<file path="src/rtl/core/lbs2d_pkg.sv">
// Shared types and widths for the 2-D skinning core.
`timescale 1ns / 1ps
package lbs2d_pkg;

  localparam int CoordW = 16;
  localparam int TermXyW = 22;
  localparam int TermZW = 18;

  // One weighted binding delta, ready to accumulate.
  typedef struct packed {
    logic signed [TermXyW-1:0] term_x;
    logic signed [TermXyW-1:0] term_y;
    logic signed [TermZW-1:0]  term_z;
    logic signed [CoordW-1:0]  pose_x;
    logic signed [CoordW-1:0]  pose_y;
    logic signed [CoordW-1:0]  pose_z;
    logic                      last;
  } lbs2d_entry_t;

endpackage

</file>
<file path="src/rtl/core/lbs2d_back.sv">
// Back end: saturating accumulators, final sum stage and output register.
`timescale 1ns / 1ps
module lbs2d_back import lbs2d_pkg::*; (
  input  logic                 clk,
  input  logic                 rst_n,
  input  logic                 pop_valid,
  output logic                 pop_ready,
  input  lbs2d_entry_t         pop_data,
  output logic                 out_valid,
  input  logic                 out_ready,
  output logic signed [15:0]   out_x,
  output logic signed [15:0]   out_y,
  output logic signed [15:0]   out_z
);

  function automatic logic signed [31:0] sat32(input logic signed [32:0] v);
    logic signed [31:0] r;
    if (v > 33'sd2147483647) begin
      r = 32'sh7fffffff;
    end else if (v < -33'sd2147483648) begin
      r = 32'sh80000000;
    end else begin
      r = v[31:0];
    end
    return r;
  endfunction

  function automatic logic signed [15:0] sat16(input logic signed [32:0] v);
    logic signed [15:0] r;
    if (v > 33'sd32767) begin
      r = 16'sh7fff;
    end else if (v < -33'sd32768) begin
      r = 16'sh8000;
    end else begin
      r = v[15:0];
    end
    return r;
  endfunction

  logic signed [31:0] sum_x_r, sum_y_r, sum_z_r;
  logic signed [31:0] acc_x, acc_y, acc_z;
  logic signed [31:0] fin_x_r, fin_y_r, fin_z_r;
  logic signed [15:0] fin_px_r, fin_py_r, fin_pz_r;
  logic fin_valid_r, fin_go, do_pop;
  logic out_valid_r;
  logic signed [15:0] out_x_r, out_y_r, out_z_r;

  assign acc_x = sat32(33'(sum_x_r) + 33'(pop_data.term_x));
  assign acc_y = sat32(33'(sum_y_r) + 33'(pop_data.term_y));
  assign acc_z = sat32(33'(sum_z_r) + 33'(pop_data.term_z));

  assign fin_go    = fin_valid_r && (!out_valid_r || out_ready);
  // Hold a last binding while the final stage is still occupied.
  assign pop_ready = !pop_data.last || !fin_valid_r || fin_go;
  assign do_pop    = pop_valid && pop_ready;

  always_ff @(posedge clk) begin
    if (!rst_n) begin
      sum_x_r     <= '0;
      sum_y_r     <= '0;
      sum_z_r     <= '0;
      fin_valid_r <= 1'b0;
      out_valid_r <= 1'b0;
    end else begin
      if (do_pop) begin
        if (pop_data.last) begin
          sum_x_r <= '0;
          sum_y_r <= '0;
          sum_z_r <= '0;
        end else begin
          sum_x_r <= acc_x;
          sum_y_r <= acc_y;
          sum_z_r <= acc_z;
        end
      end
      if (do_pop && pop_data.last) begin
        fin_valid_r <= 1'b1;
      end else if (fin_go) begin
        fin_valid_r <= 1'b0;
      end
      if (fin_go) begin
        out_valid_r <= 1'b1;
      end else if (out_ready) begin
        out_valid_r <= 1'b0;
      end
    end
  end

  always_ff @(posedge clk) begin
    if (do_pop && pop_data.last) begin
      fin_x_r  <= acc_x;
      fin_y_r  <= acc_y;
      fin_z_r  <= acc_z;
      fin_px_r <= pop_data.pose_x;
      fin_py_r <= pop_data.pose_y;
      fin_pz_r <= pop_data.pose_z;
    end
    if (fin_go) begin
      out_x_r <= sat16(33'(fin_px_r) + 33'(fin_x_r));
      out_y_r <= sat16(33'(fin_py_r) + 33'(fin_y_r));
      out_z_r <= sat16(33'(fin_pz_r) + 33'(fin_z_r));
    end
  end

  assign out_valid = out_valid_r;
  assign out_x     = out_x_r;
  assign out_y     = out_y_r;
  assign out_z     = out_z_r;

endmodule

</file>
<file path="config.mk">
export PLATFORM = sky130hd
export DESIGN_NAME = lbs2d_back
export DESIGN_NICKNAME = d
export VERILOG_FILES = /design/src/rtl/core/lbs2d_pkg.sv /design/src/rtl/core/lbs2d_back.sv
export SDC_FILE = /design/constraint.sdc
export NUM_CORES = 1
export LEC_CHECK = 0
export ABC_AREA = 1
export BUFFER_PORTS_ARGS = -buffer_cell sky130_fd_sc_hd__buf_2
export CAP_MARGIN = 20
export CELL_PAD_IN_SITES_DETAIL_PLACEMENT = 1
export CELL_PAD_IN_SITES_GLOBAL_PLACEMENT = 1
export CORE_MARGIN = 2
export CORE_UTILIZATION = 41
export CTS_BUF_LIST = sky130_fd_sc_hd__clkbuf_16
export CTS_CLUSTER_DIAMETER = 30
export DETAILED_ROUTE_END_ITERATION = 10
export PLACE_DENSITY_LB_ADDON = 0.1
export SYNTH_ARGS = -nofsm -noshare
export SYNTH_HDL_FRONTEND = slang
export SYNTH_SLANG_ARGS = --single-unit
</file>
<file path="constraint.sdc">
create_clock -name clk -period 4 [get_ports clk]
set_input_delay 0.2 -clock clk [delete_from_list [all_inputs] [get_ports clk]]
set_output_delay 0.2 -clock clk [all_outputs]
set_load 0.1 [all_outputs]
</file>
# == Word-level counts from Yosys, hierarchy flattened ==
# Index checks and enable logic that the tools add are counted.
# W data, S select, Z words.
# op_classes
reduce_logical,11
n_mux,16
addsub,6
magnitude_cmp,12
# op_table
cell,count
$mux W32,9
$add A16 B32 Y33,3
$gt A33 B16 Y1 const B,3
$gt A33 B32 Y1 const B,3
$lt A33 B16 Y1 const B,3
$lt A33 B32 Y1 const B,3
$add A32 B22 Y33,2
$mux W16,3
$add A32 B18 Y33,1
$mux W1,4
$reduce_bool A2 Y1,2
$logic_and A1 B1 Y1,3
$logic_not A1 Y1,3
$logic_or A1 B1 Y1,3
# word_totals
wordCells,59
reg_bits,290
input_bits,115
output_inout_bits,50

# == Depth between registers and ports, before layout ==
# logic_depth
word_depth,7
ltp_mapped,22

# == Worst setup path after synthesis ==
# OpenSTA, ideal clock, no wires.
# synth_path
path_kind,reg2reg
startpoint,register out_valid_r (netlist: out_valid)
endpoint,register fin_px_r[0] (enable)
path_stages_with_launch,9
t_arrival_ns,5.120
synth_period_minus_slack_ns,5.617
setup_time_ns,0.497
slack_ns,-1.617
required_time_ns,3.503
cell_sequence,dfxtp_1 -> nand2_1 -> inv_1 -> nand3_1 -> nand2_1 -> clkbuf_1 -> inv_1 -> nand2_1 -> inv_1
# synth_via
elab_chain_len,6
# synth_rtl
item,line,text
start: declaration,lbs2d_back.sv:45,logic out_valid_r;
start signal: assignment,lbs2d_back.sv:63,out_valid_r <= 1'b0;
start signal: assignment,lbs2d_back.sv:82,out_valid_r <= 1'b1;
start signal: assignment,lbs2d_back.sv:84,out_valid_r <= 1'b0;
$logic_not A1 Y1,lbs2d_back.sv:52,assign fin_go = fin_valid_r && (!out_valid_r || out_ready);
$logic_or A1 B1 Y1,lbs2d_back.sv:52,
$logic_and A1 B1 Y1,lbs2d_back.sv:52,
$logic_or A1 B1 Y1,lbs2d_back.sv:54,assign pop_ready = !pop_data.last || !fin_valid_r || fin_go;
named net pop_ready,lbs2d_back.sv:7,"output logic pop_ready,"
$logic_and A1 B1 Y1,lbs2d_back.sv:55,assign do_pop = pop_valid && pop_ready;
$logic_and A1 B1 Y1,lbs2d_back.sv:90,if (do_pop && pop_data.last) begin
end signal: assignment,lbs2d_back.sv:94,fin_px_r <= pop_data.pose_x;
end: declaration,lbs2d_back.sv:43,"logic signed [15:0] fin_px_r, fin_py_r, fin_pz_r;"
# The timed path passes the listed nets, and every way through them passes these cells.
# A chain may end at the register's enable or synchronous reset.

# == Worst setup path in the final report ==
# layout_path
startpoint,register fin_z_r[0]
endpoint,"register out_z_r[13] (netlist: out_z[13]), data pin"
# layout_via
elab_chain_len,3
elab_cells_between_ends,4
classes_between,add/sub: 1; order compare: 2; mux: 1
# layout_rtl
item,line,text
start: declaration,lbs2d_back.sv:42,"logic signed [31:0] fin_x_r, fin_y_r, fin_z_r;"
start signal: assignment,lbs2d_back.sv:93,fin_z_r <= acc_z;
$add A16 B32 Y33 (*),lbs2d_back.sv:101,out_z_r <= sat16(33'(fin_pz_r) + 33'(fin_z_r));
$lt A33 B16 Y1,lbs2d_back.sv:32,end else if (v < -33'sd32768) begin
$mux W16,lbs2d_back.sv:32,
end signal: assignment,lbs2d_back.sv:101,
end: declaration,lbs2d_back.sv:46,"logic signed [15:0] out_x_r, out_y_r, out_z_r;"
# Every way passes the cells marked *; elsewhere a longest branch is shown, timed or not.

==> metrics.md <==
| Metric | Value |
|---|---|
| Comb pwr share | `28.5%` |
| WP data required | `4.35 ns` |
| Min Tclk post-route | `3.35 ns` |
| Setup violations, final | `0` |
| Die Width | `246 µm` |
| Worst EP arrival | `3.70 ns` |
| # fillers | `7579` |
| Fin Setup TNS | `0 ns` |
| Most frequent CP cell | `nand2_1` |
| Critical path depth | `19` |
| Max-Cap Viols | `0` |
| Post-detail-place hpwl | `66000 µm` |
| Max VDD drop | `0.372 mV` |
| Clock latency on the worst-skew pair | `0.62 ns` |
| Max Fanout on Critical Path | `15` |
| Hold EP | `fin_x_r[0]$_DFFE_PP_` |
| Largest net degree at the start of global routing | `97` |
| H-tree levels | `3` |
| Clock Sinks | `290` |
| Clk pwr share | `43.9%` |
| CP Class | `reg -> reg` |
| Commonest cells post-synth | `nand2_1 (1473), inv_1 (467), a21oi_1 (298)` |
| Clk_skew | `0.0288 ns` |
| Crit path cell chain | `ha_1 > inv_1 > fa_1 > inv_1 > nand3_1 > nand2_1 > nand3_1 > nand3_1 > nand2_1 > nand2_1 > nand2_1 > nand2_1 > nand2_1 > nor2_1 > nand4_1 > nor2_1 > nand2_1 > nand2_2 > nand2_1` |
| Yosys reg bits | `290` |
| Slew headroom | `49.9%` |
| Dpl ws | `0.645 ns` |
| Non-filler instance count after layout | `4689` |
| Total CTS buffers | `74` |
| Core box area | `57900 µm²` |
| Synthesis Warnings | `0` |
| Top-count cell post-synth | `nand2_1` |
| Clk slew on worst S/H paths | `0.05 ns` |
| Io pins | `165` |
| Unrepaired setup endpoints after global routing | `false` |
| Area Overhead vs Synth | `19.3%` |
| Starting Density | `41.6%` |
| Dpl cell area | `25800 µm²` |
| Least-Margin Pin Slew | `0.751 ns` |
| Outcome | `finished clean` |
| Number of global-route vias before repair | `25600` |
| DRT antenna net count | `0` |
| Reg2reg end | `out_z[13]$_SDFFCE_PN1P_` |
| Final period util | `83.7%` |
| PwrDens | `467 nW/µm²` |
| Worst Setup Start Kind | `flop` |
| Vias | `24100` |
| Die Ht | `246 µm` |
| Slew Limit Fails | `0` |
| Max incr delay on CP | `0.45 ns` |
| Worst min-delay path startpoint | `pop_data[89]` |
| Internal Power | `8.59 mW` |
| First-pass iteration count of the detailed router | `5` |
| Synth top area share | `23.9%` |
| Total gr overflow | `0` |
| Synth async-reset ratio | `0%` |
| RR Startpoint | `fin_z_r[0]$_DFFE_PP_` |
| Post-synthesis cell type count | `41` |
| Leakage | `14.6 nW` |
| Top FF cell, synth | `edfxtp_1` |
| Wirelength per Cell | `17.8 µm` |
| Post-route design area | `28800 µm²` |
| Post-Syn Nets | `3922` |
| Net Switching | `4.85 mW` |
| Clk root buf | `clkbuf_16` |
| Reg power frac | `27.6%` |
| CTS tree | `built` |
| Setup slack, reg-to-reg | `0.65 ns` |
| Antenna violations before repair | `3` |
| Hold path depth | `4` |
| Post-synth EDFFs | `192` |
| Gr usage total | `27.8%` |
| Post-Synthesis Cells | `3609` |
| # DRC | `0` |
| PnR worst setup slack | `0.650 ns` |
| Final Hold Fails | `0` |
| Die area | `60800 µm²` |
| Hold crit path type | `in -> reg` |
| Slowest cell on the critical path | `edfxtp_1` |
| CP delay by family, top | `simple AND/OR/NAND/NOR gates` |
| Fmax | `0.299 GHz` |
| R2r worst-path depth | `19` |
| Initial DRC count | `1185` |
| Rows | `88` |
| Avg Inst Size Synth | `6.68 µm²` |
| Longest Clk Path Bufs | `3` |
| Largest area contributor in the netlist | `edfxtp_1` |
| Sequential share of the synthesized area | `32.1%` |
| Mapped Area | `24100 µm²` |
| Detailed Route WL | `83500 µm` |
| Vias per std cell | `5.14` |
| Dpl cells | `4496` |
| Critical path endpoint category | `flop` |
| Sw Ratio | `36.1%` |
| Synth top area cells | `edfxtp_1 (24%), nand2_1 (23%), ha_1 (10%)` |
| Gpl congestion | `0.936` |
| Layout cells sized above 1 | `10.7%` |
| CP bufs+invs | `2` |
| Nets | `4172` |
| Fin util | `49.7%` |
| First-pass GRT wire length | `134000 µm` |
| PortBufs | `164` |
-- worst max path at each step --
stage,from,endpoint
final,fin_z_r[0]$_DFFE_PP_,out_z[13]$_SDFFCE_PN1P_
after global routing,fin_z_r[0]$_DFFE_PP_,out_z[14]$_SDFFCE_PN1P_
after CTS,fin_py_r[15]$_DFFE_PP_,out_y[7]$_SDFFCE_PN1P_
after detailed placement,fin_py_r[15]$_DFFE_PP_,out_y[11]$_SDFFCE_PN1P_
after global placement,fin_py_r[15]$_DFFE_PP_,out_y[0]$_SDFFCE_PN1P_
after floorplan,out_valid$_SDFFE_PN0P_,fin_px_r[0]$_DFFE_PP_
-- layer usage --
layer | wire length, µm | global-route usage (%) | up-vias | part of all wire, %
met5 | 27 | 0 | - | 0.032
met2 | 39400 | 48.3 | 454 | 47
met1 | 37900 | 35.0 | 11500 | 45
met3 | 3660 | 4.19 | 147 | 4.4
li1 | - | - | 12100 | -
met4 | 2490 | 9.41 | 4 | 3.0
-- stage by stage --
step | power (mW) | hold WS, ns
CTS | 13.5 | 0.0355
global route | 14.2 | 0.0929
floorplan | 6.46 | 0.298
detailed placement | 7.52 | 0.378
global placement | 7.39 | 0.377
finish | 13.4 | 0.0887
-- flip-flops by register name, summed over array words and instances (netlist names), 32 cells and up --
name and cells:
sum_y_r 32, sum_x_r 32, sum_z_r 32, fin_y_r 32
fin_x_r 32, fin_z_r 32
-- timing repair --
action | CTS | global route
buffers inserted | 0 | 0
hold endpoints to repair | 51 | 0
hold buffers | 52 | 0
resized for setup | 0 | 0
-- layout make-up --
class	instances	area (µm²)	area share [%]
inverters	478	1800	6.25
flip-flops and latches	290	7730	26.9
clock buffers	74	1850	6.44
repair buffers	229	1490	5.17
well taps	765	957	3.33
diodes	3	7.51	0.0261
multi-input cells	2786	14300	49.7
clock inverters	64	629	2.19
-- cell usage in the layout (no fill, tap or decap), types with 88 or more instances in the layout --
cell type | netlist | layout
a21oi_1 | 298 | 298
buf_2 | 10 | 164
dfxtp_1 | 98 | 97
edfxtp_1 | 192 | 192
ha_1 | 192 | 192
inv_1 | 467 | 471
nand2_1 | 1473 | 1470
nand3_1 | 124 | 123
nor2_1 | 247 | 245
xor2_1 | 88 | 88
-- worst reg2reg max path, cell delays in order, from the launching register on --
cell and delay, ns:
edfxtp_1 0.45, ha_1 0.24, inv_1 0.08, fa_1 0.41, inv_1 0.14, nand3_1 0.11, nand2_1 0.12, nand3_1 0.10
nand3_1 0.23, nand2_1 0.13, nand2_1 0.08, nand2_1 0.04, nand2_1 0.10, nand2_1 0.06, nor2_1 0.11, nand4_1 0.09
nor2_1 0.16, nand2_1 0.09, nand2_2 0.22, nand2_1 0.12
-- kinds of logic (layout without fill, tap and decap cells) --
| logic type | after synthesis | count (layout) | synth area share, % |
|---|---|---|---|
| and+or+nand+nor | 2055 | 2055 | 35.3 |
| buffers and inverters | 533 | 845 | 8.77 |
| AOI/OAI and AO/OA | 419 | 419 | 9.29 |
| DFF | 290 | 290 | 32.1 |
| adders and majority gates | 198 | 198 | 10.5 |
| xor gates and xnor gates | 114 | 114 | 4.14 |
| other | 0 | 3 | 0 |
-- power by group through the flow --
| stage | Combinational (mW) | Clock [mW] | Sequential, mW |
|---|---|---|---|
| after floorplan | 2.59 | 0 | 3.87 |
| after global placement | 3.63 | 0 | 3.76 |
| after detailed placement | 3.76 | 0 | 3.76 |
| after CTS | 3.83 | 5.99 | 3.71 |
| after global routing | 4.31 | 6.15 | 3.73 |
| final | 3.83 | 5.90 | 3.71 |
Power figures use the tool's default switching activity.
