### src/rtl/core/lbs2d_pkg.sv
// Shared types and widths for the 2-D skinning core.
`timescale 1ns / 1ps
package lbs2d_pkg;

  localparam int CoordW = 16;
  localparam int TermXyW = 22;
  localparam int TermZW = 18;

  // One weighted binding delta, ready to accumulate.
  typedef struct packed {
    logic signed [TermXyW-1:0] term_x;
    logic signed [TermXyW-1:0] term_y;
    logic signed [TermZW-1:0]  term_z;
    logic signed [CoordW-1:0]  pose_x;
    logic signed [CoordW-1:0]  pose_y;
    logic signed [CoordW-1:0]  pose_z;
    logic                      last;
  } lbs2d_entry_t;

endpackage

### src/rtl/core/lbs2d_fifo.sv
// Short register queue between the front and back ends.
`timescale 1ns / 1ps
module lbs2d_fifo import lbs2d_pkg::*; #(
  parameter int DEPTH = 4
) (
  input  logic         clk,
  input  logic         rst_n,
  input  logic         push_valid,
  output logic         push_ready,
  input  lbs2d_entry_t push_data,
  output logic         pop_valid,
  input  logic         pop_ready,
  output lbs2d_entry_t pop_data
);

  localparam int PtrW = (DEPTH > 1) ? $clog2(DEPTH) : 1;
  localparam int CntW = $clog2(DEPTH + 1);
  localparam logic [PtrW-1:0] LastPtr = PtrW'(DEPTH - 1);

  lbs2d_entry_t mem_r [DEPTH];
  logic [PtrW-1:0] wr_ptr_r, wr_ptr_nxt, rd_ptr_r, rd_ptr_nxt;
  logic [CntW-1:0] count_r, count_nxt;
  logic do_push, do_pop;

  assign push_ready = (count_r != CntW'(DEPTH));
  assign pop_valid  = (count_r != '0);
  assign pop_data   = mem_r[rd_ptr_r];
  assign do_push    = push_valid && push_ready;
  assign do_pop     = pop_valid && pop_ready;

  always_comb begin
    wr_ptr_nxt = wr_ptr_r;
    rd_ptr_nxt = rd_ptr_r;
    count_nxt  = count_r;
    if (do_push) begin
      wr_ptr_nxt = (wr_ptr_r == LastPtr) ? '0 : wr_ptr_r + 1'b1;
    end
    if (do_pop) begin
      rd_ptr_nxt = (rd_ptr_r == LastPtr) ? '0 : rd_ptr_r + 1'b1;
    end
    if (do_push && !do_pop) begin
      count_nxt = count_r + 1'b1;
    end else if (do_pop && !do_push) begin
      count_nxt = count_r - 1'b1;
    end
  end

  always_ff @(posedge clk) begin
    if (!rst_n) begin
      wr_ptr_r <= '0;
      rd_ptr_r <= '0;
      count_r  <= '0;
    end else begin
      wr_ptr_r <= wr_ptr_nxt;
      rd_ptr_r <= rd_ptr_nxt;
      count_r  <= count_nxt;
    end
  end

  always_ff @(posedge clk) begin
    if (do_push) begin
      mem_r[wr_ptr_r] <= push_data;
    end
  end

endmodule

### config.mk
export PLATFORM = sky130hd
export DESIGN_NAME = lbs2d_fifo
export DESIGN_NICKNAME = d
export VERILOG_FILES = /design/src/rtl/core/lbs2d_pkg.sv /design/src/rtl/core/lbs2d_fifo.sv
export SDC_FILE = /design/constraint.sdc
export NUM_CORES = 1
export LEC_CHECK = 0
export BUFFER_PORTS_ARGS = -buffer_cell sky130_fd_sc_hd__buf_4
export CAP_MARGIN = 20
export CORE_ASPECT_RATIO = 0.7
export CORE_UTILIZATION = 35
export DETAILED_ROUTE_END_ITERATION = 10
export SLEW_MARGIN = 20
export SYNTH_ARGS = -nofsm -noshare
export SYNTH_HDL_FRONTEND = slang
export SYNTH_SLANG_ARGS = --single-unit
### constraint.sdc
create_clock -name clk -period 3.45 [get_ports clk]
set_clock_uncertainty 0.2 [all_clocks]
set_input_delay 0.5175 -clock clk [delete_from_list [all_inputs] [get_ports clk]]
set_output_delay 0.5175 -clock clk [all_outputs]
set_load 0.02 [all_outputs]
; Word-level counts from Yosys, hierarchy flattened
; Memories as Yosys holds them, arrays and structs flattened. A register that Yosys moved wholly into a read port is not among the register bits.
; Cells that the tools add are included.
[word_totals]
input_bits = 115
word_cells = 27
regBits = 7
memories = 1
ram_bits = 444
out_inout_bits = 113
[classes]
mux = 8
n_eq_ne = 3
n_reduce_logical = 8
n_addsub = 4
[memory_table]
columns = name, depth, word_bits, read_ports, rd_ports_with_merged_regs, wr, line_no
row1 = mem_r, 4, 111, 1, 1, 1, lbs2d_fifo.sv:20  ; lbs2d_entry_t mem_r [DEPTH];
[ops]
columns = cell, count
row1 = 2-bit 2-to-1 mux, 4
row2 = 3-bit 2-to-1 mux, 2
row3 = "2-bit by 1-bit adder with 2-bit output, second input constant", 2
row4 = "2-bit == test, second input constant", 2
row5 = 1-bit logical AND, 4
row6 = "3-bit by 1-bit adder with 3-bit output, second input constant", 1
row7 = "3-bit inequality test, second input constant", 1
row8 = 3-bit nonzero test, 1
row9 = "3-bit by 1-bit subtractor with 3-bit output, second input constant", 1
row10 = 1-bit zero test, 2
row11 = 1-bit 2-to-1 mux, 2
row12 = 2-bit nonzero test, 1

; Logic depth before layout (Yosys ltp)
; Gate-level depths: netlist of run 1.
[logic_depth]
ltp_word = 6
ltp_mapped = 9
ltp_nobuf = 8

; Worst setup path after synthesis of run 1
; No wires, ideal clock.
[synth_path]
kind = reg2reg
from = register count_r[0]
to = memory mem_r[0][0] in the netlist's numbering, enable pin
slack_ns = 0.732
t_arrival_ns = 2.097
path_buffers = 1
period_less_slack_ns = 2.718
path_stages_with_launch = 4
t_required_ns = 2.830
path_cell_list = dfxtp_1 or3b_1 buf_6 and3_2
[synth_via]
elab_chain_cells = 4
[synth_rtl]
columns = item, line_no
row1 = start: declaration, lbs2d_fifo.sv:22  ; logic [CntW-1:0] count_r, count_nxt;
row2 = start signal: assignment, lbs2d_fifo.sv:56  ; count_r <= count_nxt;
row3 = 3-bit inequality test, lbs2d_fifo.sv:25  ; assign push_ready = (count_r != CntW'(DEPTH));
row4 = via push_ready, lbs2d_fifo.sv:9  ; output logic push_ready,
row5 = 1-bit logical AND, lbs2d_fifo.sv:28  ; assign do_push = push_valid && push_ready;
row6 = 1-bit 2-to-1 mux, lbs2d_fifo.sv:61  ; if (do_push) begin
row7 = 1-bit 2-to-1 mux (not written as such), lbs2d_fifo.sv:62  ; mem_r[wr_ptr_r] <= push_data;
row8 = end: declaration, lbs2d_fifo.sv:20
; The timed path passes the listed nets, and every way through them passes these cells.

==> summary.txt, run 1 <==
Layout
  • Multi-input logic area: between 0.002 and 0.003 sq mm
  • Layout cells sized above 1: about two fifths
  • Most frequent cells in the layout: edfxtp_1 (444), buf_4 (229), mux4_2 (111), dlygate4sd3_1 (111), clkbuf_16 (45)
  • Number of fillers in the final layout: 3873
  • Reg area: approximately 0.014 sq mm
  • Commonest non-fill, non-tap cell in the layout: edfxtp_1
  • Layout Utilization: between 40% and 50%
  • Final Cell Area: roughly 0.021 sq mm
  • Synth-to-layout area growth: 30.2%
  • Layout Nets: 1124
  • Fin cells: between 1.5k and 2k

Route
  • Routed WL: between 30000 and 40000 microns
  • DRT Pass-1 Iters: 5
  • Remaining DRCs: 0
  • WL/cell: ~20 microns
  • Detail-routed via count per cell: 4.72
  • Post-DRT Antenna Nets: 0
  • Vias: around 7.8k
  • Initial detailed-routing violation count: 420

Pwr
  • Power Density: approximately 700 mW/mm^2
  • Static leakage: a little over 7 nW
  • Peak VDD IR: 0.000415 V

Die
  • # IOs: 228
  • Starting Density: a little over a third
  • Die Footprint: roughly 0.048 sq mm
  • FP Rows: 66
  • Die width: about 260 microns
  • Core ar.: around 0.046 sq mm
  • Die Y: 184 microns

STA
  • Setup TNS: 0 ps
  • Worst Setup Slack, final: ~460 ps
  • Worst slew margin: 52.5%
  • Worst slew pin tran: 713 ps
  • Slew Viols, Final: 0
  • Setup violations, final: 0
  • Hold Fails Final Rpt: 0
  • Clock period minus worst slack: roughly 3000 ps
  • RSZ-0062 raised after global routing: no
  • Fin crit share: about 87%
  • Fmax: ~330 MHz

Critical path
  • R2r setup slk: 830 ps
  • RR Endpoint: count_r[2]$_SDFFE_PN0P_
  • Buf+Inv Stages, Crit Path: 2
  • Worst Reg-to-Reg Cells: 7
  • Worst R2R Start: count_r[1]$_SDFFE_PN0P_
  • CP Class: flip-flop to output port
  • Nature of the critical path startpoint: flip-flop
  • Endpoint type of the worst setup path: output port
  • WP data required: 2730 ps
  • Critical path arrival: 2280 ps
  • Crit-path cells: buf_12 -> mux4_2 -> buf_4
  • CP Max Fanout: 33
  • CP max stage cell: dfxtp_4
  • Critical Path Max Stage Delay: approximately 600 ps
  • Cell family with most CP delay: flip-flops

Placement
  • Placed cell count: 1457
  • Placed cell area: 0.0191 sq mm
  • PortBufs: roughly 230
  • Worst slack, placed: about 800 ps
  • Routability congestion estimate: 0.684
  • Post-DP HPWL: around 19000 microns

Yosys
  • Synth top area cells: edfxtp_1 (81%), mux4_2 (15%), dfxtp_1 (1.1%)
  • Yosys Warn Count: 0
  • Cell Area, Synth: 0.0165 sq mm
  • Area leader, netlist: edfxtp_1
  • Synth Register Bits: roughly 450
  • Post-Synthesis Net Count: between 700 and 800
  • Synth cell types: 27
  • Seq/Total Area, Yosys: roughly four fifths
  • Post-synth EDFFs: 444
  • Dominant register cell in the synthesized netlist: edfxtp_1
  • Post-synthesis adder-cell area fraction: less than 1%
  • XOR/XNOR share of the synthesized area: 0.106%
  • Mux contribution to synthesized area: between 10% and 20%
  • Synth Area in Simple Gates: less than 1%
  • Largest family of logic cells by synthesized area: multiplexers
  • Post-synthesis async set-or-reset flop share: 0%
  • Compound-Gate Fraction of Synth Area: 0.212%
  • Post-synth top area share: roughly 80%
  • Syn_area_per_cell: ~26 sq um
  • Cells after Synth: 630

Global routing
  • Largest net degree at the start of global routing: 80
  • Initial antenna violation count: 3
  • All-Layer GR Usage: 13.8%
  • First-pass GRT wire length: 49800 microns
  • Vias in the first global route: approximately 8.4k
  • Grt ovf: 0

Clocking
  • Worst-path clk slew: ~60 ps
  • Sink Count: 453
  • CTS tree: done
  • H-Tree Depth: 2
  • CTS max path bufs: 3
  • Num CTS Buffers: 44
  • Clock root buffer master: clkbuf_16
  • Worst-skew pair later-pin latency: roughly 550 ps
  • Post CTS Setup Buffer Count: 0

Flow run
  • Max Cap Viol: 0

Status
  • Status: completed

Worst hold path
  • HP Class: input pin to flip-flop
  • Hold EP: wr_ptr_r[0]$_SDFFE_PN0P_
  • HP Start: push_valid
  • WHS Path Cells: 3
-- sequential cells by signal, summed over array words and instances, names as in the netlist, named ones only --
register  cells
rd_ptr_r      2
wr_ptr_r      2
count_r       3
mem_r       444
-- logic make-up (layout without fill, tap and decap cells) --
kind of cell	Yosys count	count (layout)
mux	113	113
xor+xnor	2	2
flops	453	453
fa+ha+maj	7	7
buf+inv	29	432
other cells	0	1
simple gates	20	20
compound gates	6	6
-- final cells by class --
| class | instances | area share, % |
|---|---|---|
| Clock inverter | 18 | 0.629 |
| Timing Repair Buffer | 352 | 14.3 |
| Tap cell | 612 | 3.56 |
| Multi-Input combinational cell | 148 | 13.0 |
| Inverter | 3 | 0.0524 |
| Antenna cell | 1 | 0.0116 |
| Sequential cell | 453 | 62.9 |
| Clock buffer | 59 | 5.49 |
-- worst register-to-register path: stages (launching register included) --
cell	delay, ps
dfxtp_1	350
o31ai_1	550
ha_1	300
inv_1	60
fa_1	370
xor2_1	160
or3_2	400
a21boi_0	170
-- Yosys cell counts (all sizes together) (3+ instances only) --
library cell and number:
dfxtp 9, inv 3, clkbuf 4, buf 22, edfxtp 444, ha 6, and3 4, o21ai 4
mux4 111, nand2 5
-- worst max path at each step --
stage | from | end | slack (ps) | cells past startpoint
after floorplan | count_r[0]$_SDFFE_PN0P_ | mem_r[0][0]$_DFFE_PP_ | 730 | 3
after global placement | count_r[0]$_SDFFE_PN0P_ | count_r[2]$_SDFFE_PN0P_ | 910 | 7
after detailed placement | count_r[1]$_SDFFE_PN0P_ | count_r[2]$_SDFFE_PN0P_ | 820 | 7
after CTS | flip-flop | pop_data[22] | 370 | 3
after global routing | flip-flop | pop_data[22] | 310 | 3
final | flip-flop | pop_data[22] | 460 | 3
-- metal layers --
metal / share of wire, % / up-vias / global-route usage, %
li1: - / 3464 / -
met1: 43 / 4060 / 18.2
met2: 48 / 182 / 22.1
met3: 7.6 / 61 / 4.49
met4: 1.8 / 4 / 3.35
met5: 0.070 / - / 0
-- per-stage QoR --
step	total power [mW]	hold slack (ps)
after CTS	15.5	35.7
after global placement	10.8	303
final	15.2	68.1
after floorplan	9.31	268
after detailed placement	10.9	308
after global routing	15.9	42.5
-- repair_timing --
item	CTS	global route
resized for setup	0	0
endpoints found under the hold margin	444	0
hold buffers	111	0
-- power by group --
| group | leakage, nW | switching, mW | internal, mW |
|---|---|---|---|
| clock network | 0.631 | 1.94 | 2.54 |
| registers | 4.14 | 0.175 | 6.67 |
| logic | 2.39 | 2.07 | 1.86 |
| total | 7.16 | 4.18 | 11.1 |
(Power assumes the default switching activity.)
==> run 2: changes to the inputs <==
--- a/config.mk
+++ b/config.mk
@@ -5,6 +5,7 @@
 export SDC_FILE = /design/constraint.sdc
 export NUM_CORES = 1
 export LEC_CHECK = 0
+export ABC_AREA = 1
 export BUFFER_PORTS_ARGS = -buffer_cell sky130_fd_sc_hd__buf_4
 export CAP_MARGIN = 20
 export CORE_ASPECT_RATIO = 0.7
==> run 2 against run 1 <==
Sequential power is essentially flat. Largest power group unchanged. Critical endpoint is now pop_data[55]. Cell area is 2.9% higher. Via count up 35%.
==> summary.txt, run 2 <==
Status
  • Status: completed (unchanged)

STA
  • Setup violations, final: 0 (unchanged)
  • Fmax: 332 MHz (was 334 MHz)
  • Slew Viols, Final: 0 (unchanged)
  • Hold Fails Final Rpt: 0 (unchanged)
  • RSZ-0062 raised after global routing: no (unchanged)
  • Worst slew pin tran: 699 ps (was 713 ps)
  • Fin crit share: 87.4% (was 86.8%)
  • Hold_ws: 46.7 ps (was 68.1 ps)
  • Worst slew margin: 53.4% (was 52.5%)
  • Clock period minus worst slack: 3020 ps (was 2990 ps)

Pwr
  • Sw Ratio: 32.6% (was 27.4%)
  • Combinational Power Share: 31.0% (was 25.8%)
  • Part of the power in registers: 39.6% (was 44.9%)
  • Total power: 17.3 mW (was 15.2 mW)
  • Int Pwr: 11.6 mW (was 11.1 mW)
  • Peak VDD IR: 0.000461 V (was 0.000415 V)
  • Static leakage: 7.72 nW (was 7.16 nW)
  • Power Density: 781 mW/mm^2 (was 709 mW/mm^2)
  • Clock share of power: 29.4% (about the same)
  • Psw: 5.62 mW (was 4.18 mW)

Die
  • Die Footprint: 0.0493 sq mm (was 0.0480 sq mm)
  • FP Rows: 67 (was 66)
  • Core ar.: 0.0479 sq mm (was 0.0465 sq mm)
  • Die width: 265 microns (was 262 microns)
  • Starting Density: 35.4% (was 35.5%)
  • # IOs: 228 (unchanged)
  • Die Y: 186 microns (was 184 microns)

Yosys
  • Synth top area cells: edfxtp_1 (79%), nor2_1 (5.2%), o21ai_0 (4.5%) (was edfxtp_1 (81%), mux4_2 (15%), dfxtp_1 (1.1%))
  • Synth cell types: 20 (was 27)
  • Syn_area_per_cell: 14.8 sq um (was 26.2 sq um)
  • Seq/Total Area, Yosys: 79.7% (was 81.9%)
  • Cell Area, Synth: 0.0170 sq mm (was 0.0165 sq mm)
  • Yosys Warn Count: 0 (unchanged)
  • Area leader, netlist: edfxtp_1 (unchanged)
  • Post-synth top area share: 78.6% (was 80.8%)
  • Post-Synthesis Net Count: 1265 (was 752)
  • Synth Register Bits: 453 (unchanged)
  • Post-synth EDFFs: 444 (unchanged)
  • Cells after Synth: 1143 (was 630)
  • Dominant register cell in the synthesized netlist: edfxtp_1 (unchanged)
  • Post-synthesis async set-or-reset flop share: 0% (unchanged)
  • Most common cell in the netlist: edfxtp_1 (unchanged)
  • Post-synth top cells: edfxtp_1 (444), nor2_1 (237), o21ai_0 (152), o22ai_1 (101), o21ai_1 (72) (was edfxtp_1 (444), mux4_2 (111), buf_2 (11), buf_6 (10), dfxtp_1 (9))

Clocking
  • Num CTS Buffers: 45 (was 44)
  • CTS tree: done (unchanged)
  • Post CTS Setup Buffer Count: 0 (unchanged)
  • Sink Count: 453 (unchanged)
  • Worst-skew pair later-pin latency: 550 ps (about the same)
  • CTS max path bufs: 3 (unchanged)
  • Clock root buffer master: clkbuf_16 (unchanged)
  • Worst-path clk slew: 60 ps (about the same)
  • H-Tree Depth: 2 (unchanged)

Layout
  • Commonest non-fill, non-tap cell in the layout: edfxtp_1 (unchanged)
  • Most frequent cells in the layout: edfxtp_1 (444), buf_4 (235), nor2_1 (233) (was edfxtp_1 (444), buf_4 (229), mux4_2 (111), dlygate4sd3_1 (111), clkbuf_16 (45))
  • Layout Nets: 1600 (was 1124)
  • Max reg flops: 444 (unchanged)
  • Biggest register: mem_r (unchanged)
  • Synth-to-layout area growth: 30.4% (was 30.2%)
  • Antenna cells: 0 (was 1)
  • Largest registers: mem_r: 444 flops, count_r: 3 flops (unchanged)
  • Layout cells sized above 1: 22.4% (was 39.9%)
  • Final Cell Area: 0.0221 sq mm (was 0.0215 sq mm)
  • Layout Utilization: 46.2% (about the same)

Global routing
  • Grt ovf: 0 (unchanged)
  • All-Layer GR Usage: 15.1% (was 13.8%)
  • Vias in the first global route: 10.1k (was 8426)
  • Largest net degree at the start of global routing: 111 (was 80)
  • Initial antenna violation count: 0 (was 3)
  • First-pass GRT wire length: 57800 microns (was 49800 microns)

Critical path
  • Worst Setup EP: pop_data[55] (was pop_data[22])
  • WP data required: 2730 ps (about the same)
  • CP Max Fanout: 71 (was 33)
  • R2r setup slk: 1010 ps (was 830 ps)
  • CP Class: flip-flop to output port (unchanged)
  • Nature of the critical path startpoint: flip-flop (unchanged)
  • Critical path arrival: 2300 ps (was 2280 ps)
  • Worst Reg-to-Reg Cells: 9 (was 7)
  • RR Endpoint: count_r[1]$_SDFFE_PN0P_ (was count_r[2]$_SDFFE_PN0P_)
  • Endpoint type of the worst setup path: output port (unchanged)
  • Worst R2R Start: count_r[1]$_SDFFE_PN0P_ (unchanged)

Placement
  • PortBufs: 227 (unchanged)
  • Routability congestion estimate: 0.710 (was 0.684)
  • Placed cell area: 0.0194 sq mm (was 0.0191 sq mm)
  • Post-DP HPWL: 21000 microns (was 19100 microns)

Route
  • WL/cell: 17.6 microns (was 20.1 microns)
  • Remaining DRCs: 0 (unchanged)
  • Initial detailed-routing violation count: 686 (was 420)
  • DRT Pass-1 Iters: 5 (unchanged)
  • Detail-routed via count per cell: 4.83 (was 4.72)
  • Routed WL: 38200 microns (was 33000 microns)
  • Vias: 10.5k (was 7771)
  • Post-DRT Antenna Nets: 0 (unchanged)

Worst hold path
  • HP Class: input pin to flip-flop (unchanged)

Flow run
  • Max Cap Viol: 0 (unchanged)
-- run 2: changes by cell type after synthesis, sizes merged, moves of 2 or more --
cell    previous run  this run
clkbuf             4        31
a21oi              0         3
o22ai              0       111
inv                3        17
or3                2         0
mux4             111         0
mux2i              2         0
nor2               2       237
o21ai              4       224
and3               4         0
nand2              5        15
buf               22        41
and2               2         0
-- run 2: cell type report --
| cell class | count | area (sq um) |
|---|---|---|
| Sequential cell | 453 | 13500 |
| Multi-Input combinational cell | 601 | 2990 |
| Tap cell | 655 | 820 |
| Inverter | 17 | 70.1 |
| Clock buffer | 49 | 1180 |
| Timing Repair Buffer | 360 | 3160 |
| Clock inverter | 34 | 368 |
| Fill cell | 4202 | 25800 |
-- run 2: stage by stage --
stage | setup WS (ps) | std cells | TNS (ps)
detailed placement | 1020 | 1975 | 0
global route | 294 | 2169 | 0
finish | 434 | 2169 | 0
CTS | 422 | 2169 | 0
floorplan | -975 | 1143 | -433100
global placement | 1050 | 1975 | 0
-- run 2: worst max-delay path: stages, from the launching register on --
cell     delay [ps]
dfxtp_4         380
inv_6           400
buf_12          350
nor2_1           80
o22ai_1         250
buf_4           190
-- run 2: worst min-delay path by stage --
stage	cells after the start	end	from
floorplan	2	count_r[0]$_SDFFE_PN0P_	count_r[0]$_SDFFE_PN0P_
global placement	2	count_r[0]$_SDFFE_PN0P_	count_r[0]$_SDFFE_PN0P_
detailed placement	2	count_r[0]$_SDFFE_PN0P_	count_r[0]$_SDFFE_PN0P_
CTS	3	wr_ptr_r[1]$_SDFFE_PN0P_	rst_n
global route	3	count_r[2]$_SDFFE_PN0P_	rst_n
finish	3	wr_ptr_r[1]$_SDFFE_PN0P_	rst_n
-- run 2: power by group through the flow --
| stage | Combinational, mW | Clock, mW | Sequential, mW |
|---|---|---|---|
| floorplan | 3.12 | 0 | 6.97 |
| CTS | 5.43 | 5.20 | 6.84 |
| global route | 5.81 | 5.42 | 6.88 |
| finish | 5.34 | 5.08 | 6.83 |
| detailed placement | 5.30 | 0 | 6.95 |
| global placement | 5.25 | 0 | 6.94 |
-- run 2: cells by family (layout without fill, tap and decap cells) --
| logic type | after synthesis | in the layout | share of synthesized area (%) |
|---|---|---|---|
| adders and majority gates | 7 | 7 | 0.561 |
| DFF | 453 | 453 | 79.7 |
| buffers and inverters | 89 | 460 | 2.87 |
| AOI/OAI and AO/OA | 338 | 338 | 11.2 |
| and+or+nand+nor | 256 | 256 | 5.72 |
-- run 2: what timing repair did --
action | 4_1_cts | 5_1_grt
resized for setup | 0 | 0
endpoints found under the hold margin | 444 | 0
hold buffers | 111 | 0
-- run 2: per-layer routing --
metal	track usage, %	wire [microns]
met1	20.4	17200
met2	24.6	18000
met3	3.53	2220
met4	3.95	781
met5	0	0
